===== config.mk =====
export PLATFORM = sky130hd
export DESIGN_NAME = multi_slot_software_timer_top
export DESIGN_NICKNAME = d
export VERILOG_FILES = /design/src/sv/mst_pkg.sv /design/src/sv/multi_slot_software_timer_top.sv /design/src/sv/mst_ctrl.sv /design/src/sv/mst_datapath.sv
export SDC_FILE = /design/constraint.sdc
export NUM_CORES = 2
export LEC_CHECK = 0
export ABC_AREA = 1
export BUFFER_PORTS_ARGS = -buffer_cell sky130_fd_sc_hd__buf_4
export CORE_MARGIN = 8
export CORE_UTILIZATION = 55
export CTS_CLUSTER_SIZE = 25
export DETAILED_ROUTE_END_ITERATION = 8
export HOLD_SLACK_MARGIN = 0.03
export PLACE_DENSITY_LB_ADDON = 0.1
export SETUP_SLACK_MARGIN = 0.02
export SLEW_MARGIN = 20
export SYNTH_ARGS = -nofsm -noshare
export SYNTH_HDL_FRONTEND = slang
export SYNTH_HIERARCHICAL = 1
export SYNTH_SLANG_ARGS = --single-unit

===== constraint.sdc =====
create_clock -name i_clk -period 7.7 [get_ports i_clk]
set_input_delay 0.77 -clock i_clk [delete_from_list [all_inputs] [get_ports i_clk]]
set_output_delay 0.77 -clock i_clk [all_outputs]
set_load 0.05 [all_outputs]

===== src/sv/mst_pkg.sv =====
`default_nettype none

package mst_pkg;

    localparam int SLOTS_DEFAULT = 16;

    localparam int FUNC_W   = 2;
    localparam int TAG_W    = 16;
    localparam int MODE_W   = 2;
    localparam int IVL_W    = 32;
    localparam int PERIOD_W = 16;
    localparam int TIME_W   = 64;
    localparam int KIND_W   = 2;
    localparam int SLOT_W   = 4;

    localparam logic [PERIOD_W-1:0] PERIOD_RESET = PERIOD_W'(1000);

    localparam logic [FUNC_W-1:0] FUNC_TICK  = 2'd0;
    localparam logic [FUNC_W-1:0] FUNC_REG   = 2'd1;
    localparam logic [FUNC_W-1:0] FUNC_UNREG = 2'd2;
    localparam logic [FUNC_W-1:0] FUNC_NOP   = 2'd3;

    localparam logic [MODE_W-1:0] MODE_EVERY    = 2'd0;
    localparam logic [MODE_W-1:0] MODE_PERIODIC = 2'd1;
    localparam logic [MODE_W-1:0] MODE_ONESHOT  = 2'd2;

    localparam logic [KIND_W-1:0] KIND_REG   = 2'd0;
    localparam logic [KIND_W-1:0] KIND_UNREG = 2'd1;
    localparam logic [KIND_W-1:0] KIND_FIRED = 2'd2;

    typedef struct packed {
        logic load;
        logic read;
        logic finish;
    } t_cmd;

    typedef struct packed {
        logic [FUNC_W-1:0] func;
        logic              ext;
        logic              quick_fail;
        logic              hit;
        logic              idx_last;
    } t_status;

endpackage

`default_nettype wire


===== src/sv/multi_slot_software_timer_top.sv =====
`default_nettype none

// Channel   Signals                                                   Transfer
// -------   -------------------------------------------------------   -----------------------
// request   start, busy, i_func, i_client_tag, i_trigger_mode,         start && !busy
//           i_request_interval_us, i_ext_context
// result    o_strobe, o_kind, o_ok, o_slot, o_fired_tag, o_last        o_strobe, one cycle
// config    i_cfg_valid, o_cfg_ready, i_cfg_data                       i_cfg_valid && o_cfg_ready
//
// A tick without extended context ends after the decide state; a request whose reply is known
// at once passes decide and finish. A scanning request walks the slot memory with one read per
// cycle, through drain and finish unless a hit ends it early.
// Reset is synchronous and active low; the slot table needs no clearing pass.
// Results are shown for one cycle each and cannot be stalled.

module multi_slot_software_timer_top #(
    parameter int SLOTS = mst_pkg::SLOTS_DEFAULT
) (
    input  wire logic                          i_clk,
    input  wire logic                          i_rst_n,
    input  wire logic                          start,
    output logic                               busy,
    input  wire logic [mst_pkg::FUNC_W-1:0]    i_func,
    input  wire logic [mst_pkg::TAG_W-1:0]     i_client_tag,
    input  wire logic [mst_pkg::MODE_W-1:0]    i_trigger_mode,
    input  wire logic [mst_pkg::IVL_W-1:0]     i_request_interval_us,
    input  wire logic                          i_ext_context,
    output logic                               o_strobe,
    output logic [mst_pkg::KIND_W-1:0]         o_kind,
    output logic                               o_ok,
    output logic [mst_pkg::SLOT_W-1:0]         o_slot,
    output logic [mst_pkg::TAG_W-1:0]          o_fired_tag,
    output logic                               o_last,
    input  wire logic                          i_cfg_valid,
    output logic                               o_cfg_ready,
    input  wire logic [mst_pkg::PERIOD_W-1:0]  i_cfg_data
);

    mst_pkg::t_cmd    cmd;
    mst_pkg::t_status status;

    assign o_cfg_ready = !busy;

    mst_ctrl u_ctrl (
        .i_clk    (i_clk),
        .i_rst_n  (i_rst_n),
        .start    (start),
        .busy     (busy),
        .i_status (status),
        .o_cmd    (cmd)
    );

    mst_datapath #(
        .SLOTS (SLOTS)
    ) u_datapath (
        .i_clk                 (i_clk),
        .i_rst_n               (i_rst_n),
        .i_cmd                 (cmd),
        .o_status              (status),
        .i_cfg_we              (i_cfg_valid && o_cfg_ready),
        .i_cfg_data            (i_cfg_data),
        .i_func                (i_func),
        .i_client_tag          (i_client_tag),
        .i_trigger_mode        (i_trigger_mode),
        .i_request_interval_us (i_request_interval_us),
        .i_ext_context         (i_ext_context),
        .o_strobe              (o_strobe),
        .o_kind                (o_kind),
        .o_ok                  (o_ok),
        .o_slot                (o_slot),
        .o_fired_tag           (o_fired_tag),
        .o_last                (o_last)
    );

endmodule

`default_nettype wire


===== src/sv/mst_ctrl.sv =====
`default_nettype none

module mst_ctrl (
    input  wire logic             i_clk,
    input  wire logic             i_rst_n,
    input  wire logic             start,
    output logic                  busy,
    input  wire mst_pkg::t_status i_status,
    output mst_pkg::t_cmd         o_cmd
);

    typedef enum logic [2:0] {
        ST_IDLE,
        ST_DECIDE,
        ST_SCAN,
        ST_DRAIN,
        ST_FINISH
    } t_state;

    t_state r_state;
    t_state n_state;
    logic   r_busy;

    always_comb begin
        n_state = r_state;
        case (r_state)
            ST_IDLE: begin
                if (start) begin
                    n_state = ST_DECIDE;
                end
            end
            ST_DECIDE: begin
                if (i_status.func == mst_pkg::FUNC_NOP) begin
                    n_state = ST_IDLE;
                end else if (i_status.func == mst_pkg::FUNC_TICK) begin
                    n_state = i_status.ext ? ST_SCAN : ST_IDLE;
                end else if (i_status.quick_fail) begin
                    n_state = ST_FINISH;
                end else begin
                    n_state = ST_SCAN;
                end
            end
            ST_SCAN: begin
                if (i_status.hit) begin
                    n_state = ST_IDLE;
                end else if (i_status.idx_last) begin
                    n_state = ST_DRAIN;
                end
            end
            ST_DRAIN: begin
                n_state = ST_FINISH;
            end
            ST_FINISH: begin
                n_state = ST_IDLE;
            end
            default: begin
                n_state = ST_IDLE;
            end
        endcase
    end

    always_comb begin
        o_cmd.load   = start && !r_busy;
        o_cmd.read   = (r_state == ST_SCAN);
        o_cmd.finish = (r_state == ST_FINISH);
    end

    always_ff @(posedge i_clk) begin
        if (!i_rst_n) begin
            r_state <= ST_IDLE;
            r_busy  <= 1'b0;
        end else begin
            r_state <= n_state;
            r_busy  <= (n_state != ST_IDLE);
        end
    end

    assign busy = r_busy;

endmodule

`default_nettype wire


===== src/sv/mst_datapath.sv =====
`default_nettype none

module mst_datapath #(
    parameter int SLOTS = mst_pkg::SLOTS_DEFAULT
) (
    input  wire logic                          i_clk,
    input  wire logic                          i_rst_n,
    input  wire mst_pkg::t_cmd                 i_cmd,
    output mst_pkg::t_status                   o_status,
    input  wire logic                          i_cfg_we,
    input  wire logic [mst_pkg::PERIOD_W-1:0]  i_cfg_data,
    input  wire logic [mst_pkg::FUNC_W-1:0]    i_func,
    input  wire logic [mst_pkg::TAG_W-1:0]     i_client_tag,
    input  wire logic [mst_pkg::MODE_W-1:0]    i_trigger_mode,
    input  wire logic [mst_pkg::IVL_W-1:0]     i_request_interval_us,
    input  wire logic                          i_ext_context,
    output logic                               o_strobe,
    output logic [mst_pkg::KIND_W-1:0]         o_kind,
    output logic                               o_ok,
    output logic [mst_pkg::SLOT_W-1:0]         o_slot,
    output logic [mst_pkg::TAG_W-1:0]          o_fired_tag,
    output logic                               o_last
);

    localparam int IW = (SLOTS > 1) ? $clog2(SLOTS) : 1;
    localparam int AW = $clog2(SLOTS + 1);
    localparam int SW = mst_pkg::SLOT_W;
    localparam int TW = mst_pkg::TIME_W;
    localparam logic [IW-1:0] LAST_IDX = IW'(SLOTS - 1);
    localparam logic [AW-1:0] FULL     = AW'(SLOTS);

    typedef struct packed {
        logic [mst_pkg::TAG_W-1:0]  tag;
        logic [mst_pkg::MODE_W-1:0] mode;
        logic [mst_pkg::IVL_W-1:0]  ivl;
    } t_slot_cfg;

    typedef struct packed {
        logic [mst_pkg::KIND_W-1:0] kind;
        logic                       ok;
        logic [SW-1:0]              slot;
        logic [mst_pkg::TAG_W-1:0]  tag;
        logic                       last;
    } t_result;

    t_slot_cfg mem_cfg  [SLOTS];
    logic [TW-1:0] mem_last [SLOTS];

    logic [mst_pkg::PERIOD_W-1:0] r_period, n_period;
    logic [TW-1:0]                r_tick_total, n_tick_total;
    logic [TW-1:0]                r_time_now, n_time_now;
    logic [SLOTS-1:0]             r_active, n_active;
    logic [AW-1:0]                r_active_total, n_active_total;

    logic [mst_pkg::FUNC_W-1:0]   r_func;
    logic [mst_pkg::TAG_W-1:0]    r_tag;
    logic [mst_pkg::MODE_W-1:0]   r_mode;
    logic [mst_pkg::IVL_W-1:0]    r_ivl;
    logic                         r_ext;

    logic [IW-1:0]                r_idx, n_idx;
    logic                         r_ev_valid;
    logic [IW-1:0]                r_ev_idx;
    t_slot_cfg                    r_rd_cfg;
    logic [TW-1:0]                r_rd_last;
    logic                         r_hit, n_hit;

    logic                         r_pend_valid, n_pend_valid;
    logic [IW-1:0]                r_pend_slot, n_pend_slot;
    logic [mst_pkg::TAG_W-1:0]    r_pend_tag, n_pend_tag;

    logic                         r_strobe, n_strobe;
    t_result                      r_res, n_res;

    logic                         eval_en;
    logic                         slot_act;
    logic [TW-1:0]                elapsed;
    logic                         due;
    logic                         fire;
    logic                         set_act;
    logic                         clr_act;
    logic                         wr_cfg;
    logic                         wr_last;
    t_slot_cfg                    new_cfg;

    assign eval_en  = r_ev_valid && !r_hit;
    assign slot_act = r_active[r_ev_idx];
    assign elapsed  = r_time_now - r_rd_last;
    assign due      = (elapsed >= TW'(r_rd_cfg.ivl));

    always_comb begin
        new_cfg.tag  = r_tag;
        new_cfg.mode = r_mode;
        new_cfg.ivl  = (r_mode == mst_pkg::MODE_EVERY) ?
                       mst_pkg::IVL_W'(r_period) : r_ivl;
    end

    always_comb begin
        n_period       = r_period;
        n_tick_total   = r_tick_total;
        n_time_now     = r_time_now;
        n_active       = r_active;
        n_active_total = r_active_total;
        n_idx          = r_idx;
        n_hit          = r_hit;
        n_pend_valid   = r_pend_valid;
        n_pend_slot    = r_pend_slot;
        n_pend_tag     = r_pend_tag;
        n_strobe       = 1'b0;
        n_res          = r_res;
        fire           = 1'b0;
        set_act        = 1'b0;
        clr_act        = 1'b0;
        wr_cfg         = 1'b0;
        wr_last        = 1'b0;

        case (r_func)
            mst_pkg::FUNC_REG: begin
                if (eval_en && !slot_act) begin
                    wr_cfg   = 1'b1;
                    wr_last  = 1'b1;
                    set_act  = 1'b1;
                    n_hit    = 1'b1;
                    n_strobe = 1'b1;
                    n_res    = '{mst_pkg::KIND_REG, 1'b1, SW'(r_ev_idx), '0, 1'b1};
                end
                if (i_cmd.finish && !r_hit) begin
                    n_strobe = 1'b1;
                    n_res    = '{mst_pkg::KIND_REG, 1'b0, '0, '0, 1'b1};
                end
            end
            mst_pkg::FUNC_UNREG: begin
                if (eval_en && slot_act && (r_rd_cfg.tag == r_tag)) begin
                    clr_act  = 1'b1;
                    n_hit    = 1'b1;
                    n_strobe = 1'b1;
                    n_res    = '{mst_pkg::KIND_UNREG, 1'b1, SW'(r_ev_idx), '0, 1'b1};
                end
                if (i_cmd.finish && !r_hit) begin
                    n_strobe = 1'b1;
                    n_res    = '{mst_pkg::KIND_UNREG, 1'b0, '0, '0, 1'b1};
                end
            end
            mst_pkg::FUNC_TICK: begin
                if (eval_en && slot_act) begin
                    case (r_rd_cfg.mode)
                        mst_pkg::MODE_EVERY: begin
                            fire = 1'b1;
                        end
                        mst_pkg::MODE_PERIODIC: begin
                            fire    = due;
                            wr_last = due;
                        end
                        mst_pkg::MODE_ONESHOT: begin
                            fire    = due;
                            clr_act = due;
                        end
                        default: begin
                            fire = 1'b0;
                        end
                    endcase
                end
                // A fire result is held back one find so that the final one can carry last.
                if (fire) begin
                    if (r_pend_valid) begin
                        n_strobe = 1'b1;
                        n_res    = '{mst_pkg::KIND_FIRED, 1'b1, SW'(r_pend_slot),
                                     r_pend_tag, 1'b0};
                    end
                    n_pend_valid = 1'b1;
                    n_pend_slot  = r_ev_idx;
                    n_pend_tag   = r_rd_cfg.tag;
                end
                if (i_cmd.finish && r_pend_valid) begin
                    n_strobe     = 1'b1;
                    n_res        = '{mst_pkg::KIND_FIRED, 1'b1, SW'(r_pend_slot),
                                     r_pend_tag, 1'b1};
                    n_pend_valid = 1'b0;
                end
            end
            default: begin
                fire = 1'b0;
            end
        endcase

        if (set_act) begin
            n_active[r_ev_idx] = 1'b1;
            n_active_total     = r_active_total + AW'(1);
        end
        if (clr_act) begin
            n_active[r_ev_idx] = 1'b0;
            if (r_active_total != '0) begin
                n_active_total = r_active_total - AW'(1);
            end
        end

        if (i_cmd.read) begin
            n_idx = r_idx + IW'(1);
        end

        if (i_cmd.load) begin
            n_idx        = '0;
            n_hit        = 1'b0;
            n_pend_valid = 1'b0;
            if (i_func == mst_pkg::FUNC_TICK) begin
                n_tick_total = r_tick_total + TW'(1);
                n_time_now   = r_time_now + TW'(r_period);
            end
        end

        if (i_cfg_we) begin
            n_period = i_cfg_data;
        end
    end

    always_ff @(posedge i_clk) begin
        if (!i_rst_n) begin
            r_period       <= mst_pkg::PERIOD_RESET;
            r_tick_total   <= '0;
            r_time_now     <= '0;
            r_active       <= '0;
            r_active_total <= '0;
            r_idx          <= '0;
            r_ev_valid     <= 1'b0;
            r_hit          <= 1'b0;
            r_pend_valid   <= 1'b0;
            r_strobe       <= 1'b0;
        end else begin
            r_period       <= n_period;
            r_tick_total   <= n_tick_total;
            r_time_now     <= n_time_now;
            r_active       <= n_active;
            r_active_total <= n_active_total;
            r_idx          <= n_idx;
            r_ev_valid     <= i_cmd.read;
            r_hit          <= n_hit;
            r_pend_valid   <= n_pend_valid;
            r_strobe       <= n_strobe;
        end
    end

    always_ff @(posedge i_clk) begin
        if (i_cmd.load) begin
            r_func <= i_func;
            r_tag  <= i_client_tag;
            r_mode <= i_trigger_mode;
            r_ivl  <= i_request_interval_us;
            r_ext  <= i_ext_context;
        end
        r_ev_idx    <= r_idx;
        r_pend_slot <= n_pend_slot;
        r_pend_tag  <= n_pend_tag;
        r_res       <= n_res;
    end

    always_ff @(posedge i_clk) begin
        if (i_cmd.read) begin
            r_rd_cfg  <= mem_cfg[r_idx];
            r_rd_last <= mem_last[r_idx];
        end
    end

    always_ff @(posedge i_clk) begin
        if (wr_cfg) begin
            mem_cfg[r_ev_idx] <= new_cfg;
        end
        if (wr_last) begin
            mem_last[r_ev_idx] <= r_time_now;
        end
    end

    always_comb begin
        o_status.func       = r_func;
        o_status.ext        = r_ext;
        o_status.quick_fail = (r_tag == '0) ||
                              ((r_func == mst_pkg::FUNC_REG) && (r_active_total == FULL));
        o_status.hit        = r_hit;
        o_status.idx_last   = (r_idx == LAST_IDX);
    end

    assign o_strobe    = r_strobe;
    assign o_kind      = r_res.kind;
    assign o_ok        = r_res.ok;
    assign o_slot      = r_res.slot;
    assign o_fired_tag = r_res.tag;
    assign o_last      = r_res.last;

endmodule

`default_nettype wire


==> results by group <==
Power and ir drop
  – Pleak: roughly 36 nW
  – Internal power: about 0.019 W
  – Sequential share of power: a little over half
  – Switching pwr: ~0.0052 W
  – Switching Fraction: 21.7%
  – Clock power frac: between 40% and 50%
  – Max IR drop VDD: between 0.0002 and 0.00025 V
  – Total power: around 0.024 W
  – Combinational power share: ~4%
  – P per Cell Area: about 240 mW/mm²

Logic synthesis
  – Share of the synthesized area in the top cell type: 67.6%
  – #FFs+latches synth: roughly 2200
  – Mapped Nets: 7960
  – Ys async rst share: 0%
  – Syn Area/Cell: between 10 and 15 µm²
  – Top post-synthesis cells by count: edfxtp_1 (2035), nor2_1 (1203), o21ai_0 (1009)
  – Mapped cell area: between 0.09 and 0.1 mm²
  – Top FF cell, synth: edfxtp_1
  – Count leader, synth: edfxtp_1
  – Synth Warn #: 6
  – Post-synth top area cell: edfxtp_1
  – Synthesized instance count: ~7800
  – Sequential fraction of the synthesis area: 70.2%
  – Netlist cell types: 53
  – Synth area leaders: edfxtp_1 (68%), o21ai_0 (5.6%), nor2_1 (5.0%)
  – Number of flops mapped to enable cells by yosys: between 2000 and 2500

Timing
  – Period minus WS final: roughly 6.2 ns
  – Final setup vio count: 0
  – Setup TNS: 0 ns
  – FMAX: around 160 MHz
  – Headroom to the max-slew limit: about 17%
  – Slew @ Worst Pin: approximately 1.2 ns
  – RSZ-0062 raised after global routing: false
  – Max Slew Vio Count: 0
  – Clk_skew: 0.0503 ns
  – Final-report hold violation count: 0
  – Final worst-path setup slack: about 1.5 ns
  – Final Cycle Share: 80.8%

Clock tree
  – CTS tree: built
  – Num CTS Buffers: between 200 and 250
  – H-Tree Depth: 4
  – Clock latency on the worst-skew pair: approximately 0.9 ns
  – Worst-path clk slew: roughly 0.060 ns
  – Post-CTS Resized: 0
  – Clock Path Buffers: 3
  – Clock sink count: about 2200
  – Root Driver: clkbuf_16

Detailed routing
  – Via density: about 6
  – Drt total wl: ~260000 µm
  – Drt first pass iters: 8
  – Antenna-violating nets left: 0
  – Wire per inst: ~26 µm
  – Vias after detailed routing: just over 60000
  – Iter 0 DRT Violations: ~7400
  – Drt drc: 0

GRT
  – Initial antenna violation count: 6
  – First-pass GRT wire length: ~380000 µm
  – GR Overflow Total: 0
  – Vias in the first global route: between 50000 and 60000
  – Global Route Usage Sum: 28.4%
  – Pin count of the biggest net entering global routing: roughly 200

Place
  – Port-buffer cells: 99
  – Placed cells: 9765
  – DP Wirelength: 154000 µm
  – Routability cong.: 0.976
  – Pre-CTS setup slack: between 1.5 and 2 ns

Critical path
  – CP required: 8.16 ns
  – Critical path class: register to register
  – Startpoint types: register
  – Worst reg2reg setup slack: between 1 and 1.5 ns
  – Critical Path AT: 6.68 ns
  – Max FO, Critical Path: 43
  – Worst setup EP type: register

Cells and area
  – Synthesis-to-finish area growth: 11.6%
  – Fin cells: around 10000
  – Fillers: 12900
  – Final nets: roughly 8000
  – Fraction of layout cells with a size suffix above 1: between 7 and 8%

Flow run
  – Max Cap Viol: 0

Die
  – Die span in x: between 400 and 500 µm
  – Ports: 100
  – Die Area: around 0.18 mm²
  – Initial Util: between 50% and 60%
  – # rows: around 150
  – Die height: 422 µm
  – Std-Cell Core Area: 0.164 mm²

Min path
  – Worst Hold Class: primary input to register

Status
  – Status: finished clean
-- power by group through the flow --
stage / sequential, W / clock (W) / combinational (W)
2_1_floorplan: 0.0132 / 0 / 0.000580
3_3_place_gp: 0.0132 / 0 / 0.000931
3_5_place_dp: 0.0132 / 0 / 0.000945
4_1_cts: 0.0130 / 0.0101 / 0.000966
5_1_grt: 0.0130 / 0.0105 / 0.00106
6_report: 0.0130 / 0.00998 / 0.000970
-- logic make-up after synthesis --
logic type,Yosys count,share of synthesized area (%)
mux,15,0.187
simple gates,2662,12.0
buf+inv,1026,4.30
flops,2152,70.2
fa+ha+maj,125,1.75
compound gates,1716,11.0
xor+xnor,66,0.639
-- registers in the layout, indices dropped and copies added (netlist names), 2 cells and up --
| signal | count |
|---|---|
| u_datapath/o_fired_tag | 16 |
| u_datapath/r_func | 2 |
| u_datapath/r_period | 16 |
| u_datapath/r_time_now | 64 |
| u_ctrl/r_state | 3 |
| u_datapath/r_active_total | 5 |
| u_datapath/r_ivl | 32 |
| u_datapath/mem_last | 1024 |
| u_datapath/r_rd_last | 64 |
| u_datapath/r_mode | 2 |
| u_datapath/r_ev_idx | 4 |
| u_datapath/r_rd_cfg | 50 |
| u_datapath/o_kind | 2 |
| u_datapath/r_pend_slot | 4 |
| u_datapath/r_tag | 16 |
| u_datapath/r_active | 16 |
| u_datapath/mem_cfg | 800 |
| u_datapath/r_pend_tag | 16 |
| u_datapath/r_idx | 4 |
| u_datapath/o_slot | 4 |
-- worst max-delay path, stage by stage (launching register included) --
cell and delay [ns]:
dfxtp_1 0.71, inv_1 0.13, ha_1 0.23, inv_1 0.14, fa_1 0.27, nand3_2 0.13
o211ai_1 0.35, nand2_1 0.11, nand3_1 0.31, xor2_1 0.18, ha_1 0.31, nand2_1 0.06
inv_1 0.05, nand3_1 0.09, nor3_1 0.16, nand2_1 0.07, nand2_1 0.12, nand2_1 0.10
nand3_1 0.07, nor2_1 0.05, nand3_1 0.07, nor2_1 0.08, nand2_2 0.12, a41oi_4 0.28
nor2_4 0.72, buf_4 0.80
-- area by class of cell --
cell class	instances	area, µm²	share of cell area, %
inverter	630	2390	2.37
timing repair buffer	249	2230	2.21
antenna	2	5.00	0.00496
clock buffer	283	5640	5.59
tap	2189	2740	2.71
sequential	2152	63500	62.9
clock inverter	107	1070	1.06
multi-input combinational	4584	23400	23.2
-- final timing paths --
| path | startpoint | to | cells after the start |
|---|---|---|---|
| setup / recovery | u_datapath/r_time_now[0] | u_datapath/mem_last[6][17] | 25 |
| hold / removal | i_client_tag[9] | u_datapath/r_tag[9] | 1 |
| setup reg to reg | u_datapath/r_time_now[0] | u_datapath/mem_last[6][17] | 25 |
| hold reg to reg | u_datapath/r_idx[3] | u_datapath/r_ev_idx[3] | 0 |
-- stage by stage --
step,hold WS (ns),cell area (µm²),utilization [%]
final,0.0950,101000,61.5
after global routing,0.0548,101000,61.5
after CTS,0.0330,101000,61.5
after detailed placement,0.439,93800,57.2
after global placement,0.438,93800,57.2
after floorplan,0.353,90400,-
-- layer usage --
metal,up-vias,routed length (µm),global-route usage [%]
met5,-,0,0
li1,27800,-,-
met3,461,19700,3.58
met2,2707,125000,46.4
met1,30300,108000,39.7
met4,0,9080,9.98
-- layout by cell type, fill, tap and decap left out, types with 18 or more instances in the layout --
cell type      synthesis  final
ha_1                 123    123
edfxtp_1            2035   2035
clkbuf_1             374     62
clkbuf_16              0    210
o221ai_1             181    181
dlygate4sd3_1          0     39
inv_1                618    617
dfxtp_1              117    114
o21ai_0             1009   1009
nor2_1              1203   1178
nor2_4                 3     39
buf_4                  2    189
xor2_1                48     48
o211ai_1              49     49
xnor2_1               18     18
nor4_1                20     20
clkinv_2               0     28
a21oi_1              144    142
a21oi_2               17     19
nor3_1                54     53
nand4_1               33     33
clkinv_1               3     47
nand2_1              998    998
o22ai_1              276    276
buf_12                 0     21
nand3_1              272    272
-- repair_timing --
item                      CTS  global route
hold endpoints to repair   39             0
setup buffers               0             0
hold buffers               39             0
Power figures use the tool's default switching activity.
